## src/sv/bae_pkg.sv

```systemverilog
// shared types and constants of the binary arithmetic encoder
// no dependencies
package bae_pkg;

    localparam int unsigned PREC      = 16;
    localparam int unsigned PEND_MAX  = 47;
    localparam int unsigned PEND_W    = 6;
    localparam int unsigned CNT_W     = 32;
    localparam int unsigned MAX_RES   = 64;
    localparam int unsigned RES_AW    = $clog2(MAX_RES);
    localparam int unsigned GUARD_MAX = PREC + 2;
    localparam int unsigned GUARD_W   = $clog2(GUARD_MAX + 1);
    localparam int unsigned STEP_W    = $clog2(PREC);
    localparam int unsigned PROD_W    = PREC + CNT_W;
    localparam int unsigned REM_W     = CNT_W + 1;

    localparam logic [PREC-1:0] IV_MAX  = {PREC{1'b1}};
    localparam logic [PREC-1:0] IV_QTR  = IV_MAX >> 2;
    localparam logic [PREC-1:0] IV_3QTR = PREC'(3 * (IV_MAX >> 2));
    localparam logic [PREC-1:0] IV_QTR1 = PREC'((IV_MAX >> 2) + 1);
    localparam logic [15:0]     FIXED_DIV = 16'hFFFF;

    localparam logic [1:0] ST_OK      = 2'd0;
    localparam logic [1:0] ST_LIMIT   = 2'd1;
    localparam logic [1:0] ST_PENDOVF = 2'd2;

    localparam logic REQ_ENCODE = 1'b0;
    localparam logic REQ_FINISH = 1'b1;

    localparam logic REG_MODE  = 1'b0;
    localparam logic REG_FIXED = 1'b1;

    typedef struct packed {
        logic req_type;
        logic symbol_bit;
    } t_bae_req;

    typedef struct packed {
        logic       out_bit;
        logic       has_bit;
        logic [1:0] status;
        logic       last;
    } t_bae_res;

    typedef struct packed {
        logic is_finish;
        logic symbol;
    } t_bae_item;

    typedef struct packed {
        logic      valid;
        t_bae_item item;
    } t_bae_queue;

    typedef enum logic [3:0] {
        S_IDLE, S_MUL, S_DIV, S_SPLIT, S_NORM, S_EMIT, S_FIN, S_RD, S_SHOW, S_WAIT
    } t_bae_state;

endpackage

```

## src/sv/bae_ram.sv

```systemverilog
// generic single-write, single-read memory with registered read
// no dependencies
module bae_ram #(
    parameter int unsigned WIDTH = 1,
    parameter int unsigned DEPTH = 64
) (
    input  logic                     i_clk,
    input  logic                     i_we,
    input  logic [$clog2(DEPTH)-1:0] i_waddr,
    input  logic [WIDTH-1:0]         i_wdata,
    input  logic [$clog2(DEPTH)-1:0] i_raddr,
    output logic [WIDTH-1:0]         o_rdata
);

    logic [WIDTH-1:0] r_mem [DEPTH];
    logic [WIDTH-1:0] r_rdata;

    always_ff @(posedge i_clk) begin
        if (i_we) begin
            r_mem[i_waddr] <= i_wdata;
        end
        r_rdata <= r_mem[i_raddr];
    end

    assign o_rdata = r_rdata;

endmodule

```

## src/sv/bae_front.sv

```systemverilog
// front end: accepts requests, classifies them and queues them for the core
// depends on bae_pkg
module bae_front (
    input  logic                i_clk,
    input  logic                i_rst_n,
    input  logic                i_in_valid,
    input  bae_pkg::t_bae_req   i_in_req,
    output logic                o_in_stall,
    output bae_pkg::t_bae_queue o_head,
    input  logic                i_pop
);

    bae_pkg::t_bae_item r_q [2];
    logic       r_wp, r_rp;
    logic [1:0] r_cnt;
    logic       w_push, w_pop;
    bae_pkg::t_bae_item w_item;

    always_comb begin
        w_item.is_finish = (i_in_req.req_type == bae_pkg::REQ_FINISH);
        w_item.symbol    = i_in_req.symbol_bit;
    end

    assign o_in_stall  = (r_cnt == 2'd2);
    assign w_push      = i_in_valid && !o_in_stall;
    assign w_pop       = i_pop && (r_cnt != 2'd0);
    assign o_head.valid = (r_cnt != 2'd0);
    assign o_head.item  = r_q[r_rp];

    always_ff @(posedge i_clk) begin
        if (w_push) begin
            r_q[r_wp] <= w_item;
        end
        if (!i_rst_n) begin
            r_wp  <= 1'b0;
            r_rp  <= 1'b0;
            r_cnt <= 2'd0;
        end else begin
            if (w_push) r_wp <= ~r_wp;
            if (w_pop)  r_rp <= ~r_rp;
            r_cnt <= r_cnt + {1'b0, w_push} - {1'b0, w_pop};
        end
    end

endmodule

```

## src/sv/bae_core.sv

```systemverilog
// back end: interval split by shift-add multiply and restoring divide,
// renormalization, bit buffering and result delivery; depends on bae_pkg, bae_ram
module bae_core (
    input  logic                i_clk,
    input  logic                i_rst_n,
    input  logic                i_adaptive,
    input  logic [15:0]         i_fixed_p,
    input  bae_pkg::t_bae_queue i_head,
    output logic                o_pop,
    output logic                o_out_valid,
    output bae_pkg::t_bae_res   o_out_res,
    input  logic                i_out_stall
);

    localparam int unsigned P = bae_pkg::PREC;

    bae_pkg::t_bae_state r_state, n_state;

    logic [P-1:0]                 r_low, r_high, r_mq, r_quo;
    logic [bae_pkg::CNT_W-1:0]    r_zc, r_oc;
    logic [bae_pkg::PEND_W-1:0]   r_pend, r_erem;
    logic [bae_pkg::PROD_W-1:0]   r_acc;
    logic [bae_pkg::REM_W-1:0]    r_rem;
    logic [bae_pkg::STEP_W-1:0]   r_step;
    logic [bae_pkg::GUARD_W-1:0]  r_guard;
    logic [bae_pkg::RES_AW:0]     r_nbits;
    logic [bae_pkg::RES_AW-1:0]   r_rdk;
    logic                         r_sym, r_fin, r_ebit;
    logic [1:0]                   r_stat;
    logic                         r_out_valid;
    bae_pkg::t_bae_res            r_out;

    logic                         w_limit, w_e12, w_e3, w_step_end, w_accept;
    logic [bae_pkg::CNT_W-1:0]    w_mcand;
    logic [bae_pkg::PROD_W-1:0]   w_acc_nx;
    logic [bae_pkg::REM_W-1:0]    w_div;
    logic [bae_pkg::REM_W:0]      w_rsh, w_rsub;
    logic [P-1:0]                 w_mid, w_h3, w_l3;
    logic [bae_pkg::PEND_W-1:0]   w_pend_inc;
    logic                         w_pend_ovf;
    logic                         w_we, w_wdata, w_rdata;

    assign w_limit  = r_sym ? r_oc[bae_pkg::CNT_W-1] : r_zc[bae_pkg::CNT_W-1];
    assign w_mcand  = i_adaptive ? r_zc : bae_pkg::CNT_W'(i_fixed_p);
    assign w_acc_nx = {r_acc[bae_pkg::PROD_W-2:0], 1'b0}
                      + (r_mq[P-1] ? bae_pkg::PROD_W'(w_mcand) : '0);
    assign w_div    = i_adaptive ? ({1'b0, r_zc} + {1'b0, r_oc})
                                 : bae_pkg::REM_W'(bae_pkg::FIXED_DIV);
    assign w_rsh    = {r_rem, r_acc[P-1]};
    assign w_rsub   = w_rsh - {1'b0, w_div};
    assign w_step_end = (r_step == bae_pkg::STEP_W'(P - 1));
    assign w_mid    = r_low + r_quo;
    assign w_e12    = (r_high[P-1] == r_low[P-1]);
    assign w_e3     = (r_high <= bae_pkg::IV_3QTR) && (r_low > bae_pkg::IV_QTR);
    assign w_h3     = r_high - bae_pkg::IV_QTR1;
    assign w_l3     = r_low - bae_pkg::IV_QTR1;
    assign w_pend_ovf = (r_pend >= bae_pkg::PEND_W'(bae_pkg::PEND_MAX));
    assign w_pend_inc = w_pend_ovf ? bae_pkg::PEND_W'(bae_pkg::PEND_MAX) : r_pend + 1'b1;
    assign w_accept = r_out_valid && !i_out_stall;

    // next state
    always_comb begin
        n_state = r_state;
        unique case (r_state)
            bae_pkg::S_IDLE: begin
                if (i_head.valid) begin
                    n_state = i_head.item.is_finish ? bae_pkg::S_FIN : bae_pkg::S_MUL;
                end
            end
            bae_pkg::S_MUL: begin
                if (w_limit) n_state = bae_pkg::S_RD;
                else if (w_step_end) n_state = bae_pkg::S_DIV;
            end
            bae_pkg::S_DIV:   if (w_step_end) n_state = bae_pkg::S_SPLIT;
            bae_pkg::S_SPLIT: n_state = bae_pkg::S_NORM;
            bae_pkg::S_NORM: begin
                if (r_guard == bae_pkg::GUARD_W'(bae_pkg::GUARD_MAX)) n_state = bae_pkg::S_RD;
                else if (w_e12) begin
                    if (r_pend != '0) n_state = bae_pkg::S_EMIT;
                end else if (!w_e3) n_state = bae_pkg::S_RD;
            end
            bae_pkg::S_EMIT: begin
                if (r_erem == bae_pkg::PEND_W'(1)) begin
                    n_state = r_fin ? bae_pkg::S_RD : bae_pkg::S_NORM;
                end
            end
            bae_pkg::S_FIN:  n_state = bae_pkg::S_EMIT;
            bae_pkg::S_RD:   n_state = bae_pkg::S_SHOW;
            bae_pkg::S_SHOW: n_state = bae_pkg::S_WAIT;
            bae_pkg::S_WAIT: begin
                if (w_accept) n_state = r_out.last ? bae_pkg::S_IDLE : bae_pkg::S_RD;
            end
            default: n_state = bae_pkg::S_IDLE;
        endcase
    end

    // outputs
    always_comb begin
        o_pop   = 1'b0;
        w_we    = 1'b0;
        w_wdata = 1'b0;
        unique case (r_state)
            bae_pkg::S_IDLE: o_pop = i_head.valid;
            bae_pkg::S_NORM: begin
                w_we    = w_e12 && (r_guard != bae_pkg::GUARD_W'(bae_pkg::GUARD_MAX));
                w_wdata = r_high[P-1];
            end
            bae_pkg::S_EMIT: begin
                w_we    = 1'b1;
                w_wdata = ~r_ebit;
            end
            bae_pkg::S_FIN: begin
                w_we    = 1'b1;
                w_wdata = (r_low >= bae_pkg::IV_QTR);
            end
            default: ;
        endcase
        w_we = w_we && !r_nbits[bae_pkg::RES_AW];
    end

    bae_ram #(.WIDTH(1), .DEPTH(bae_pkg::MAX_RES)) u_buf (
        .i_clk   (i_clk),
        .i_we    (w_we),
        .i_waddr (r_nbits[bae_pkg::RES_AW-1:0]),
        .i_wdata (w_wdata),
        .i_raddr (r_rdk),
        .o_rdata (w_rdata)
    );

    always_ff @(posedge i_clk) begin
        if (!i_rst_n) begin
            r_state     <= bae_pkg::S_IDLE;
            r_low       <= '0;
            r_high      <= bae_pkg::IV_MAX;
            r_zc        <= bae_pkg::CNT_W'(1);
            r_oc        <= bae_pkg::CNT_W'(1);
            r_pend      <= '0;
            r_out_valid <= 1'b0;
        end else begin
            r_state <= n_state;
            if (w_we) r_nbits <= r_nbits + 1'b1;
            unique case (r_state)
                bae_pkg::S_IDLE: begin
                    r_sym   <= i_head.item.symbol;
                    r_fin   <= i_head.item.is_finish;
                    r_stat  <= bae_pkg::ST_OK;
                    r_nbits <= '0;
                    r_rdk   <= '0;
                    r_step  <= '0;
                    r_acc   <= '0;
                    r_mq    <= r_high - r_low;
                end
                bae_pkg::S_MUL: begin
                    if (w_limit) begin
                        r_stat <= bae_pkg::ST_LIMIT;
                    end else begin
                        r_acc  <= w_acc_nx;
                        r_mq   <= {r_mq[P-2:0], 1'b0};
                        r_step <= r_step + 1'b1;
                    end
                end
                bae_pkg::S_DIV: begin
                    r_step <= r_step + 1'b1;
                    r_acc  <= {r_acc[bae_pkg::PROD_W-2:0], 1'b0};
                    if (!w_rsub[bae_pkg::REM_W]) begin
                        r_rem <= w_rsub[bae_pkg::REM_W-1:0];
                        r_quo <= {r_quo[P-2:0], 1'b1};
                    end else begin
                        r_rem <= w_rsh[bae_pkg::REM_W-1:0];
                        r_quo <= {r_quo[P-2:0], 1'b0};
                    end
                end
                bae_pkg::S_SPLIT: begin
                    r_guard <= '0;
                    if (r_sym) begin
                        r_low <= (w_mid < r_high) ? w_mid + 1'b1 : r_high;
                        r_oc  <= r_oc + 1'b1;
                    end else begin
                        r_high <= w_mid;
                        r_zc   <= r_zc + 1'b1;
                    end
                end
                bae_pkg::S_NORM: begin
                    if (r_guard != bae_pkg::GUARD_W'(bae_pkg::GUARD_MAX)) begin
                        if (w_e12) begin
                            r_ebit  <= r_high[P-1];
                            r_erem  <= r_pend;
                            r_pend  <= '0;
                            r_high  <= {r_high[P-2:0], 1'b1};
                            r_low   <= {r_low[P-2:0], 1'b0};
                            r_guard <= r_guard + 1'b1;
                        end else if (w_e3) begin
                            r_pend  <= w_pend_inc;
                            if (w_pend_ovf) r_stat <= bae_pkg::ST_PENDOVF;
                            r_high  <= {w_h3[P-2:0], 1'b1};
                            r_low   <= {w_l3[P-2:0], 1'b0};
                            r_guard <= r_guard + 1'b1;
                        end
                    end
                end
                bae_pkg::S_EMIT: r_erem <= r_erem - 1'b1;
                bae_pkg::S_FIN: begin
                    r_ebit <= (r_low >= bae_pkg::IV_QTR);
                    r_erem <= w_pend_inc;
                    if (w_pend_ovf) r_stat <= bae_pkg::ST_PENDOVF;
                    r_pend <= '0;
                    r_low  <= '0;
                    r_high <= bae_pkg::IV_MAX;
                    if (i_adaptive) begin
                        r_zc <= bae_pkg::CNT_W'(1);
                        r_oc <= bae_pkg::CNT_W'(1);
                    end
                end
                bae_pkg::S_SHOW: begin
                    r_out_valid    <= 1'b1;
                    r_out.has_bit  <= (r_nbits != '0);
                    r_out.out_bit  <= (r_nbits != '0) && w_rdata;
                    r_out.status   <= r_stat;
                    r_out.last     <= (r_nbits == '0)
                                   || ({1'b0, r_rdk} == r_nbits - 1'b1);
                end
                bae_pkg::S_WAIT: begin
                    if (w_accept) begin
                        r_out_valid <= 1'b0;
                        r_rdk       <= r_rdk + 1'b1;
                    end
                end
                default: ;
            endcase
            // high half of the full product seeds the divider
            if (r_state == bae_pkg::S_MUL && w_step_end && !w_limit) begin
                r_rem  <= {1'b0, w_acc_nx[bae_pkg::PROD_W-1:P]};
            end
        end
    end

    assign o_out_valid = r_out_valid;
    assign o_out_res   = r_out;

endmodule

```

## src/sv/binary_arithmetic_encoder.sv

```systemverilog
// Binary arithmetic encoder over a 16-bit interval with pending-bit carry handling.
// An encode request runs the interval split, then one renormalization shift at a time and
// one flushed pending bit at a time before its first result; results are then delivered
// one at a time, each held until accepted. The split point comes from a 16-step shift-add
// multiplier followed by a 16-step restoring divider in the core. A request that hits the
// count limit skips the split. A finish request writes its final bits, then delivery.
// Up to two requests queue ahead of the core. Depends on bae_pkg, bae_front, bae_core.
module binary_arithmetic_encoder (
    input  logic              i_clk,
    input  logic              i_rst_n,
    input  logic              i_in_valid,
    input  bae_pkg::t_bae_req i_in_req,
    output logic              o_in_stall,
    output logic              o_out_valid,
    output bae_pkg::t_bae_res o_out_res,
    input  logic              i_out_stall,
    input  logic              psel,
    input  logic              penable,
    input  logic              pwrite,
    input  logic [2:0]        paddr,
    input  logic [31:0]       pwdata,
    output logic [31:0]       prdata,
    output logic              pready
);

    logic                r_adaptive;
    logic [15:0]         r_fixed_p;
    bae_pkg::t_bae_queue w_head;
    logic                w_pop;

    assign pready = 1'b1;

    always_ff @(posedge i_clk) begin
        if (!i_rst_n) begin
            r_adaptive <= 1'b1;
            r_fixed_p  <= 16'd32767;
        end else if (psel && penable && pwrite) begin
            unique case (paddr[2])
                bae_pkg::REG_MODE:  r_adaptive <= pwdata[0];
                bae_pkg::REG_FIXED: r_fixed_p  <= pwdata[15:0];
                default: ;
            endcase
        end
    end

    assign prdata = (paddr[2] == bae_pkg::REG_FIXED) ? {16'd0, r_fixed_p}
                                                    : {31'd0, r_adaptive};

    bae_front u_front (
        .i_clk      (i_clk),
        .i_rst_n    (i_rst_n),
        .i_in_valid (i_in_valid),
        .i_in_req   (i_in_req),
        .o_in_stall (o_in_stall),
        .o_head     (w_head),
        .i_pop      (w_pop)
    );

    bae_core u_core (
        .i_clk       (i_clk),
        .i_rst_n     (i_rst_n),
        .i_adaptive  (r_adaptive),
        .i_fixed_p   (r_fixed_p),
        .i_head      (w_head),
        .o_pop       (w_pop),
        .o_out_valid (o_out_valid),
        .o_out_res   (o_out_res),
        .i_out_stall (i_out_stall)
    );

endmodule

```

## config.mk

```make
export PLATFORM = sky130hd
export DESIGN_NAME = binary_arithmetic_encoder
export DESIGN_NICKNAME = d
export VERILOG_FILES = /design/src/sv/bae_pkg.sv /design/src/sv/bae_ram.sv /design/src/sv/bae_front.sv /design/src/sv/bae_core.sv /design/src/sv/binary_arithmetic_encoder.sv
export SDC_FILE = /design/constraint.sdc
export NUM_CORES = 1
export LEC_CHECK = 0
export ABC_AREA = 1
export BUFFER_PORTS_ARGS = -buffer_cell sky130_fd_sc_hd__buf_2
export CORE_MARGIN = 2
export CORE_UTILIZATION = 30
export CTS_CLUSTER_SIZE = 30
export DETAILED_ROUTE_END_ITERATION = 7
export PLACE_DENSITY = 0.52
export SYNTH_ARGS = -nofsm -noshare
export SYNTH_HDL_FRONTEND = slang
export SYNTH_SLANG_ARGS = --single-unit
export TNS_END_PERCENT = 10
```

## constraint.sdc

```tcl
create_clock -name i_clk -period 19.85 [get_ports i_clk]
set_input_delay 3.97 -clock i_clk [delete_from_list [all_inputs] [get_ports i_clk]]
set_output_delay 3.97 -clock i_clk [all_outputs]
set_load 0.005 [all_outputs]
```

Word-level counts from Yosys, hierarchy flattened
Memories as Yosys holds them, arrays and structs flattened. A register that Yosys moved wholly into a read port is not among the register bits.
Index checks and enable logic that the tools add are counted.
{ "word_totals": {"input_bits": 44, "reg_bits": 278, "wordCells": 228, "output_inout_bits": 40, "ram_bits": 68, "memories": 2} }
{ "op_classes": {"order_cmp": 5, "mux": 80, "n_reduce_logical": 55, "n_addsub": 19, "n_eq_ne": 33, "bitwise": 4} }
{ "memory_table": {"columns": ["name", "depth", "word_bits", "read_ports", "rd_clocked_by_memory_dff", "wr", "line", "rtl"], "rows": [
  ["u_core.u_buf.r_mem", 64, 1, 1, 1, 1, "bae_ram.sv:15", "logic [WIDTH-1:0] r_mem [DEPTH];"],
  ["u_front.r_q", 2, 2, 1, 1, 1, "bae_front.sv:13", "bae_pkg::t_bae_item r_q [2];"]
]} }
{ "ops": {"columns": ["operator", "count"], "rows": [
  ["32-bit 2-to-1 mux", 6],
  ["16-bit 2-to-1 mux", 11],
  ["47-bit one-hot mux with 3 select lines", 1],
  ["32-bit one-hot mux with 2 select lines", 2],
  ["33-bit 2-to-1 mux", 3],
  ["16-bit one-hot mux with 3 select lines", 2],
  ["32-bit by 1-bit adder with 32-bit output, second input constant", 2],
  ["48-bit by 32-bit adder with 48-bit output", 1],
  ["47-bit 2-to-1 mux", 1],
  ["4-bit 2-to-1 mux", 11],
  ["6-bit 2-to-1 mux", 7],
  ["4-bit one-hot mux with 10 select lines", 1],
  ["34-bit by 33-bit subtractor with 34-bit output", 1],
  ["32-bit by 32-bit adder with 33-bit output", 1],
  ["16-bit one-hot mux with 2 select lines", 1],
  ["15-bit subtractor, second input constant", 2],
  ["6-bit one-hot mux with 2 select lines", 2],
  ["4-bit AND reduction", 5],
  ["2-bit by 1-bit != test with 1-bit output, second input constant", 9],
  ["6-bit one-hot mux with 3 select lines", 1],
  ["3-bit AND reduction", 6],
  ["2-bit nonzero test", 9],
  ["16-bit by 1-bit adder with 16-bit output, second input constant", 1],
  ["16-bit adder", 1],
  ["other kinds (52)", 109]
]} }

Longest topological paths before layout
Gate-level depths: netlist (run 1).
{ "logic_depth": {"ltp_word": 6, "ltp_mapped": 29, "depth_no_buf": 28} }

Modules after synthesis
Synthesis (run 1) repeated with hierarchy kept, for this count alone.
{ "unflattened": {"hier_cells": 3642, "area_unflattened_um2": 25844.8} }
{ "by_module_without_submodules": {"columns": ["module", "instances", "seq_area_each_um2", "area_each_um2", "cells_each"], "rows": [
  ["bae_core", 1, 6646.4, 21464.3, 3139],
  ["bae_ram", 1, 1941.9, 3065.4, 324],
  ["binary_arithmetic_encoder", 1, 340.3, 922.1, 135],
  ["bae_front", 1, 220.2, 392.9, 44]
]} }

Worst setup path after synthesis (run 1)
No wires, ideal clock.
{ "synth_timing": {"path_type": "input to register", "start": "input i_rst_n", "end": "register u_core.r_acc[0] in the netlist's numbering (enable)", "setup_ns": 0.586, "t_arrival_ns": 9.001, "t_required_ns": 19.264, "setup_slack_ns": 10.263, "path_stages": 2, "n_path_buf": 0, "cell_sequence": "inv_1 nor4_1"} }
{ "synth_between": {"elab_chain_len": 1} }
{ "synth_lines": {"columns": ["element", "line", "rtl"], "rows": [
  ["start: declaration", "binary_arithmetic_encoder.sv:10", "input logic i_rst_n,"],
  ["3-bit AND reduction (no line)", null, null],
  ["end signal: assignment", "bae_core.sv:157", "r_acc <= w_acc_nx;"],
  ["end signal: assignment", "bae_core.sv:164", "r_acc <= {r_acc[bae_pkg::PROD_W-2:0], 1'b0};"],
  ["end: declaration", "bae_core.sv:22", "logic [bae_pkg::PROD_W-1:0] r_acc;"]
]} }
No other way between the ends.
A chain may end at the register's enable or synchronous reset.

Worst setup path in the final report (run 1)
{ "layout_timing": {"start": "input paddr[2]", "end": "output prdata[0]"} }
{ "layout_between": {"elab_chain_len": 1} }
{ "layout_lines": {"columns": ["element", "line", "rtl"], "rows": [
  ["start: declaration", "binary_arithmetic_encoder.sv:20", "input logic [2:0] paddr,"],
  ["16-bit 2-to-1 mux", "binary_arithmetic_encoder.sv:46", "assign prdata = (paddr[2] == bae_pkg::REG_FIXED) ? {16'd0, r_fixed_p}"],
  ["end: declaration", "binary_arithmetic_encoder.sv:22", "output logic [31:0] prdata,"]
]} }
No other way between the ends.

==> results of run 1 <==
worst max-delay path by stage:
stage,start,end,slack [ps],cells past startpoint
3_3_place_gp,paddr[2],prdata[0],11150,3
2_1_floorplan,i_rst_n,u_core.r_acc[0]$_DFFE_PP_,10260,2
5_1_grt,paddr[2],prdata[0],11080,3
3_5_place_dp,paddr[2],prdata[0],11130,3
4_1_cts,paddr[2],prdata[0],11120,3
6_report,paddr[2],prdata[0],11160,3
layout make-up:
type	instances	share of cell area (%)
Antenna cell	1	0.00867
Clock buffer	54	4.01
Clock inverter	23	0.936
Inverter	454	5.91
Multi-Input combinational cell	2808	51.2
Sequential cell	348	31.7
Tap cell	1155	5.00
Timing Repair Buffer	63	1.22
synthesized netlist by cell type, types with 19 or more instances:
cell type / instances
sky130_fd_sc_hd__nand4_1: 69
sky130_fd_sc_hd__o21ai_1: 46
sky130_fd_sc_hd__a31oi_1: 27
sky130_fd_sc_hd__nand2_1: 879
sky130_fd_sc_hd__a21o_1: 19
sky130_fd_sc_hd__nand3_1: 256
sky130_fd_sc_hd__o21ai_0: 196
sky130_fd_sc_hd__inv_2: 25
sky130_fd_sc_hd__buf_4: 19
sky130_fd_sc_hd__xor2_1: 52
sky130_fd_sc_hd__o211ai_1: 19
sky130_fd_sc_hd__edfxtp_1: 218
sky130_fd_sc_hd__a21oi_1: 299
sky130_fd_sc_hd__nor2_1: 450
sky130_fd_sc_hd__ha_1: 157
sky130_fd_sc_hd__clkbuf_1: 66
sky130_fd_sc_hd__nor3_1: 76
sky130_fd_sc_hd__dfxtp_1: 130
sky130_fd_sc_hd__inv_1: 422
sky130_fd_sc_hd__nor4_1: 25
sky130_fd_sc_hd__xnor2_1: 30
power breakdown:
part	switching, W	total [W]	internal, W
Sequential	0.000107	0.00107	0.000961
Combinational	0.000938	0.00138	0.000443
Clock	0.000343	0.000802	0.000459
Total	0.00139	0.00325	0.00186
flip-flops by register name, indices dropped and copies added, names as in the netlist, 5 cells and up, named ones only:
signal	count
u_core.r_quo	16
u_core.r_guard	5
r_fixed_p	16
u_core.r_nbits	7
u_core.r_rdk	6
u_core.o_out_res	5
u_core.r_pend	6
u_core.r_acc	47
u_core.r_high	16
u_core.r_mq	16
u_core.r_zc	32
u_core.r_oc	32
u_core.r_rem	33
u_core.r_low	16
u_core.r_erem	6
u_core.u_buf.r_mem	64
kinds of logic (layout without fill, tap and decap cells):
logic type / Yosys count / after routing / synth area share [%]
AOI/OAI and AO/OA: 696 / 696 / 14.9
buffers and inverters: 557 / 594 / 8.38
muxes: 7 / 7 / 0.274
adders and majority gates: 162 / 162 / 7.94
and+or+nand+nor: 1844 / 1844 / 30.5
other: 2 / 18 / 0.0289
xor gates and xnor gates: 82 / 82 / 2.76
DFF: 348 / 348 / 35.2
per-layer routing:
layer | up-vias | part of all wire, % | global-route usage [%]
met1 | 11300 | 47 | 24.3
met3 | 115 | 5.5 | 3.29
met4 | 4 | 3.1 | 5.86
li1 | 12500 | - | -
met5 | - | 0.026 | 0
met2 | 498 | 44 | 28.3
worst reg2reg max path, cell delays in order, from the launching register on:
cell                      delay (ps)
sky130_fd_sc_hd__dfxtp_1         470
sky130_fd_sc_hd__ha_1            350
sky130_fd_sc_hd__nand2_1          90
sky130_fd_sc_hd__nand2_1          50
sky130_fd_sc_hd__a31oi_1         200
sky130_fd_sc_hd__inv_1           130
sky130_fd_sc_hd__nand3_1          90
sky130_fd_sc_hd__nand3_1         140
sky130_fd_sc_hd__a21oi_1         330
sky130_fd_sc_hd__o21ai_0         220
sky130_fd_sc_hd__nand2_1         120
sky130_fd_sc_hd__nand2_1          60
sky130_fd_sc_hd__nand2_1          50
sky130_fd_sc_hd__nand3_1         140
sky130_fd_sc_hd__ha_1            420
sky130_fd_sc_hd__inv_1            70
sky130_fd_sc_hd__nor3_1          340
sky130_fd_sc_hd__nand2_1         150
sky130_fd_sc_hd__nor2_1          170
sky130_fd_sc_hd__nand3_1         190
sky130_fd_sc_hd__nand4_1         170
sky130_fd_sc_hd__nand2_2         460
sky130_fd_sc_hd__inv_2           690
sky130_fd_sc_hd__nand3_1         340
sky130_fd_sc_hd__nand3_1         180
sky130_fd_sc_hd__nand2_1          60
per-stage QoR:
stage	area, um2	worst slack (ps)	power (W)	utilization, %
after floorplan	26100	10260	0.00209	-
after global placement	27400	11150	0.00245	31.8
after detailed placement	27400	11130	0.00245	31.8
after CTS	28900	11120	0.00328	33.4
after global routing	28900	11080	0.00351	33.4
final	28900	11160	0.00325	33.4
==> flow_summary_export.csv, run 1 <==
group,metric,value,unit
critical_path,crit_path_max_fanout,19,
critical_path,crit_family,"buffers and inverters",
clocking,cts_tree,"yes",
logic_synthesis,synth.top_cell.area_share,25.2,%
logic_synthesis,cell_types_with_the_largest_area_share_after_synthesis,"sky130_fd_sc_hd__edfxtp_1, sky130_fd_sc_hd__nand2_1, sky130_fd_sc_hd__dfxtp_1",
routing,via_density_per_instance,4.97,
global_routing,grt_start_max_net_pins,65,
clocking,cts-hold-fix-buffers,0,
logic_synthesis,synth-seq-cells,348,
critical_path,critical_path_arrival,4720,ps
sta,max_freq,115,MHz
clocking,cts.clk_slew.worst_paths,60,ps
critical_path,setup.reg_to_reg.worst_slack,13930,ps
sta,clock_skew,24.3,ps
finish,final_nets,3923,
routing,vias,24400,
critical_path,timing.setup.critical_path_class,"in2out",
min_path,worst_hold_startpoint,"u_core.r_stat[1]$_DFFE_PP_",
outcome,run_status,"complete, no violations",
floorplanning,chip_width,298,um
logic_synthesis,yosys_warnings,0,
clocking,cts_made_buffers,42,
logic_synthesis,postSynth.asyncResetShare,0,%
global_routing,globalRouteOverflowTotal,0,
logic_synthesis,synth_sequential_area_ratio,35.2,%
placed_design,place.detailed.hpwl,62400,um
power_and_ir_drop,cellLeakagePower,12.3,nW
critical_path,cp_endpoint_kind,"output port",
floorplanning,design.core.area,86300,um2
clocking,worstSkewPairLatency,600,ps
min_path,end_point_of_the_worst_hold_path,"u_core.o_out_res[2]$_DFFE_PP_",
critical_path,worst-endpoint-required,15880,ps
critical_path,path_cells,"buf_2, o21ai_0, buf_2",
finish,layout.cells.most_common,"sky130_fd_sc_hd__nand2_1",
critical_path,critical_path.reg2reg.startpoint,"u_core.r_zc[2]$_SDFFE_PN0P_",
routing,starting_drc_count_in_detailed_routing,1818,
sta,post-route-min-period,8690,ps
logic_synthesis,yosys.cell_types.count,68,
sta,tightest_slew,1090,ps
clocking,clock-root-buffer,"sky130_fd_sc_hd__clkbuf_16",
routing,drc,0,
critical_path,critical_path.n_buffers_inverters,2,
floorplanning,initial_cell_density_of_the_core,30.1,%
placed_design,placement.io_buffers,48,
sta,slew_headroom,27.0,%
clocking,cts.path.max_buffers,3,
critical_path,reg2regPathDepth,25,
floorplanning,die-height,298,um
logic_synthesis,synth_edf_count,218,
sta,drv_slew,0,
critical_path,cp_peak_stage_delay,390,ps
floorplanning,std_cell_rows,108,
sta,grt_setup_unrepaired,"false",
global_routing,number_of_global_route_vias_before_repair,22900,
logic_synthesis,synth_area,26000,um2
min_path,hold_class,"reg2reg",
logic_synthesis,avgSynthCellArea,7.04,um2
finish,n_fill_cell,9304,
finish,areaGrowthSynthToFinish,11.0,%
finish,finalNonFillerCells,4906,
sta,post-route-period-util,43.8,%
routing,dr.pass1.iters,5,
critical_path,worst_r2r_endpoint,"u_core.r_rem[27]$_DFFE_PP_",
routing,detail_route.wirelength,81200,um
clocking,cts.repair_timing.setup_buffer_count,0,
critical_path,cp-start-kind,"input pin",
finish,most-common-layout-cells,"sky130_fd_sc_hd__nand2_1, sky130_fd_sc_hd__nor2_1, sky130_fd_sc_hd__inv_1",
placed_design,dp_cells,4828,
finish,layout-drive-gt1-share,5.81,%
power_and_ir_drop,power-per-cell-area,113,nW/um2
global_routing,grt_antenna_before_repair,3,
power_and_ir_drop,max_rail_drop_vdd,0.0000847,V
critical_path,critical-path-slowest-cell,"sky130_fd_sc_hd__buf_2",
logic_synthesis,synth_largest_area_cell,"sky130_fd_sc_hd__edfxtp_1",
sta,finalSetupViolations,0,
clocking,clk_sink_count,348,
global_routing,track_usage,17.8,%
finish,regArea,9150,um2
finish,area_of_combinational_cells_with_multiple_inputs,14800,um2
critical_path,crit_path_frequent_cell,"sky130_fd_sc_hd__buf_2",
placed_design,finalWeightedCongestion,0.927,
routing,routed_wire_length_per_instance,16.6,um
clocking,htree_num_levels,2,
min_path,cell_depth_of_the_worst_hold_path,0,
job,drv.max_cap_violation_count,0,
sta,hold_viol_final,0,
logic_synthesis,synthesized_instance_count,3698,
global_routing,grt_first_pass_wirelength,127000,um
sta,hold_ws,425,ps
logic_synthesis,ys.flop_type,"sky130_fd_sc_hd__edfxtp_1",
clocking,post_cts_resized,0,
sta,fin_setup_tns,0,ps
routing,residual_antenna_violating_net_count_after_detailed_routing,0,
floorplanning,die_area,89100,um2
floorplanning,ioPinCount,84,
Note: power is estimated with default switching activity, not from simulation.
==> run 2, diff against run 1 <==
Settings changed: ABC_AREA 1 to 0, PLACE_DENSITY 0.52 to 0.54.
Clock period 19.85 ns to 7 ns, I/O delays scaled along.
==> run 2 against run 1 <==
  * Cell count shrank 24%
  * Wire length decreased by 23%
  * Clock skew is 14 ps higher
  * Sequential power rose to 2.9 times the previous value
  * Worst setup slack worse by 10000 ps
  * Critical endpoint is now u_core.r_rem[30]$_DFFE_PP_
  * Largest power group unchanged
==> flow_summary_export.csv, run 2 <==
group,metric,value,unit
logic_synthesis,cell_types_with_the_largest_area_share_after_synthesis,"sky130_fd_sc_hd__edfxtp_1, sky130_fd_sc_hd__dfxtp_1, sky130_fd_sc_hd__ha_1",
power_and_ir_drop,power.share.switching,38.6,%
placed_design,post_dp_cell_area,25000,um2
power_and_ir_drop,power-per-cell-area,342,nW/um2
floorplanning,die_area,81500,um2
sta,finalSetupViolations,0,
job,drv.max_cap_violation_count,0,
finish,finalNonFillerCells,3717,
min_path,hold_class,"reg2reg",
logic_synthesis,synth_largest_area_cell,"sky130_fd_sc_hd__edfxtp_1",
placed_design,finalWeightedCongestion,0.837,
power_and_ir_drop,comb_power_share,39.2,%
floorplanning,std_cell_rows,103,
clocking,cts_tree,"yes",
global_routing,number_of_global_route_vias_before_repair,18300,
sta,drv_slew,0,
clocking,cts-hold-fix-buffers,0,
finish,layout.cells.most_common,"sky130_fd_sc_hd__nor2_1",
sta,hold_viol_final,0,
finish,largest_registers,"u_core.u_buf.r_mem (64), u_core.r_acc (47), u_core.r_rem (33)",
global_routing,most_crowded_layer_after_global_routing,"met2",
placed_design,place.detailed.hpwl,44500,um
global_routing,use_met1,21.2,%
clocking,post_cts_resized,0,
clocking,htree_num_levels,2,
clocking,cts.path.max_buffers,3,
floorplanning,ioPinCount,84,
critical_path,setup.reg_to_reg.worst_slack,840,ps
clocking,worstSkewPairLatency,600,ps
floorplanning,chip_width,285,um
logic_synthesis,yosys.cell_types.count,85,
critical_path,worst-endpoint-required,7300,ps
sta,post-route-min-period,6160,ps
sta,hold_ws,417,ps
finish,most-common-layout-cells,"sky130_fd_sc_hd__nor2_1, sky130_fd_sc_hd__nand2_1, sky130_fd_sc_hd__edfxtp_1",
power_and_ir_drop,clock_power_share,26.2,%
power_and_ir_drop,power.sequential.fraction,34.5,%
global_routing,globalRouteOverflowTotal,0,
power_and_ir_drop,max_rail_drop_vdd,0.000214,V
power_and_ir_drop,cellLeakagePower,10.5,nW
logic_synthesis,avgSynthCellArea,9.03,um2
sta,max_freq,162,MHz
clocking,cts.clk_slew.worst_paths,70,ps
global_routing,met3_usage,2.03,%
logic_synthesis,synth.top_cell.area_share,27.6,%
global_routing,grt_antenna_before_repair,0,
routing,starting_drc_count_in_detailed_routing,1324,
clocking,cts.repair_timing.setup_buffer_count,0,
sta,tightest_slew,1210,ps
logic_synthesis,synthesized_instance_count,2631,
finish,registers.top_by_ff_count,"u_core.u_buf.r_mem",
critical_path,worstSetupStartpoint,"u_core.r_zc[1]$_SDFFE_PN0P_",
logic_synthesis,synth_area,23800,um2
critical_path,critical_path_arrival,6460,ps
routing,residual_antenna_violating_net_count_after_detailed_routing,0,
global_routing,globalRouteMet2Util,24.4,%
logic_synthesis,synth_common_cells,"sky130_fd_sc_hd__nor2_1, sky130_fd_sc_hd__nand2_1, sky130_fd_sc_hd__edfxtp_1, sky130_fd_sc_hd__ha_1, sky130_fd_sc_hd__o21ai_0",
critical_path,crit_path_max_fanout,26,
routing,via_density_per_instance,5.12,
global_routing,track_usage,15.0,%
sta,fin_setup_tns,0,ps
global_routing,grt_start_max_net_pins,65,
finish,antenna_cells_inserted,0,
finish,largest_register_ff_count,64,
logic_synthesis,synth-seq-cells,348,
finish,areaGrowthSynthToFinish,11.6,%
sta,slew_headroom,19.3,%
logic_synthesis,synth_sequential_area_ratio,38.5,%
logic_synthesis,synth_edf_count,218,
clocking,clock-root-buffer,"sky130_fd_sc_hd__clkbuf_16",
clocking,clk_sink_count,348,
logic_synthesis,yosys_warnings,0,
logic_synthesis,postSynth.asyncResetShare,0,%
floorplanning,design.core.area,78700,um2
power_and_ir_drop,internal-power,0.00557,W
logic_synthesis,synthMostInstantiatedCell,"sky130_fd_sc_hd__nor2_1",
critical_path,cp-start-kind,"flip-flop",
routing,routed_wire_length_per_instance,16.7,um
routing,dr.pass1.iters,5,
routing,vias,19000,
outcome,run_status,"complete, no violations",
placed_design,placement.io_buffers,48,
finish,layout-drive-gt1-share,7.35,%
placed_design,dp_cells,3637,
floorplanning,die-height,285,um
finish,final_nets,2838,
sta,grt_setup_unrepaired,"false",
min_path,worst_hold_startpoint,"u_core.r_stat[1]$_DFFE_PP_",
critical_path,critical_path.reg2reg.startpoint,"u_core.r_zc[1]$_SDFFE_PN0P_",
clocking,cts_made_buffers,43,
critical_path,cp_endpoint_kind,"flip-flop",
sta,post-route-period-util,88.0,%
finish,design_area,26500,um2
routing,detail_route.wirelength,62200,um
floorplanning,initial_cell_density_of_the_core,30.2,%
global_routing,grt_first_pass_wirelength,101000,um
sta,clock_skew,38.6,ps
power_and_ir_drop,p_switching,0.00349,W
logic_synthesis,ys.flop_type,"sky130_fd_sc_hd__edfxtp_1",
routing,drc,0,
critical_path,timing.setup.critical_path_class,"reg2reg",
[run 2: cell count changes after synthesis, moves of 43 or more]
cell / before / now
sky130_fd_sc_hd__a21o_1: 19 / 64
sky130_fd_sc_hd__o21ai_1: 46 / 3
sky130_fd_sc_hd__nand3_1: 256 / 102
sky130_fd_sc_hd__inv_1: 422 / 86
sky130_fd_sc_hd__nor2_1: 450 / 281
sky130_fd_sc_hd__xor2_1: 52 / 105
sky130_fd_sc_hd__a21oi_1: 299 / 146
sky130_fd_sc_hd__xnor2_1: 30 / 96
sky130_fd_sc_hd__and3_1: 2 / 53
sky130_fd_sc_hd__and2_1: 3 / 47
sky130_fd_sc_hd__nand2_1: 879 / 253
[run 2: routing by layer]
metal	part of all wire, %	wire length (um)
met2	46	28400
met4	2.0	1240
met1	49	30400
met3	3.5	2150
met5	0	0
[run 2: final cells by class]
| type | instances | area, um2 |
|---|---|---|
| clock buffers | 62 | 1220 |
| clock inverters | 18 | 269 |
| fillers | 8120 | 52200 |
| inverters | 87 | 327 |
| multi-input cells | 2079 | 13800 |
| flip-flops and latches | 348 | 9150 |
| well taps | 1050 | 1310 |
| repair buffers | 73 | 428 |
[run 2: worst paths after layout]
kind                              endpoint  cells past startpoint
max reg2reg     u_core.r_rem[30]$_DFFE_PP_                     24
min          u_core.o_out_res[2]$_DFFE_PP_                      0
max             u_core.r_rem[30]$_DFFE_PP_                     24
min reg2reg  u_core.o_out_res[2]$_DFFE_PP_                      0
[run 2: cells by family after synthesis]
logic type	Yosys count	share of synthesized area, %
other	2	0.0316
DFF	348	38.5
muxes	71	4.12
adders and majority gates	163	8.73
AOI/OAI and AO/OA	657	17.9
xor gates and xnor gates	201	7.41
buffers and inverters	219	3.78
and+or+nand+nor	970	19.5
[run 2: power groups by stage]
stage                     combinational, W  sequential, W  clock [W]
final                              0.00355        0.00313    0.00238
after floorplan                    0.00286        0.00295          0
after CTS                          0.00357        0.00313    0.00244
after detailed placement           0.00355        0.00317          0
after global routing               0.00403        0.00319    0.00252
after global placement             0.00353        0.00317          0
[run 2: worst max-delay path, stage by stage (launching register included)]
cell and delay, ps:
sky130_fd_sc_hd__dfxtp_1 500, sky130_fd_sc_hd__ha_1 310, sky130_fd_sc_hd__a211o_1 290, sky130_fd_sc_hd__a2111oi_0 560
sky130_fd_sc_hd__o21ai_0 260, sky130_fd_sc_hd__nand2_1 130, sky130_fd_sc_hd__o31ai_1 110, sky130_fd_sc_hd__o41ai_1 350
sky130_fd_sc_hd__buf_4 210, sky130_fd_sc_hd__o21ai_0 130, sky130_fd_sc_hd__a31oi_1 230, sky130_fd_sc_hd__xnor2_1 140
sky130_fd_sc_hd__nand2_1 70, sky130_fd_sc_hd__ha_1 270, sky130_fd_sc_hd__nand2_1 110, sky130_fd_sc_hd__nand2b_1 60
sky130_fd_sc_hd__a211o_1 290, sky130_fd_sc_hd__a31oi_1 130, sky130_fd_sc_hd__o21ai_1 110, sky130_fd_sc_hd__a221o_1 370
sky130_fd_sc_hd__a2111o_1 440, sky130_fd_sc_hd__nand3_1 130, sky130_fd_sc_hd__inv_2 260, sky130_fd_sc_hd__mux2i_1 310
sky130_fd_sc_hd__mux2i_1 90
[run 2: stage by stage]
step,worst slack [ps],power (W),utilization (%)
after global routing,167,0.00973,33.7
final,842,0.00906,33.7
after floorplan,1530,0.00581,-
after detailed placement,912,0.00672,31.8
after global placement,893,0.00670,31.8
after CTS,820,0.00914,33.7
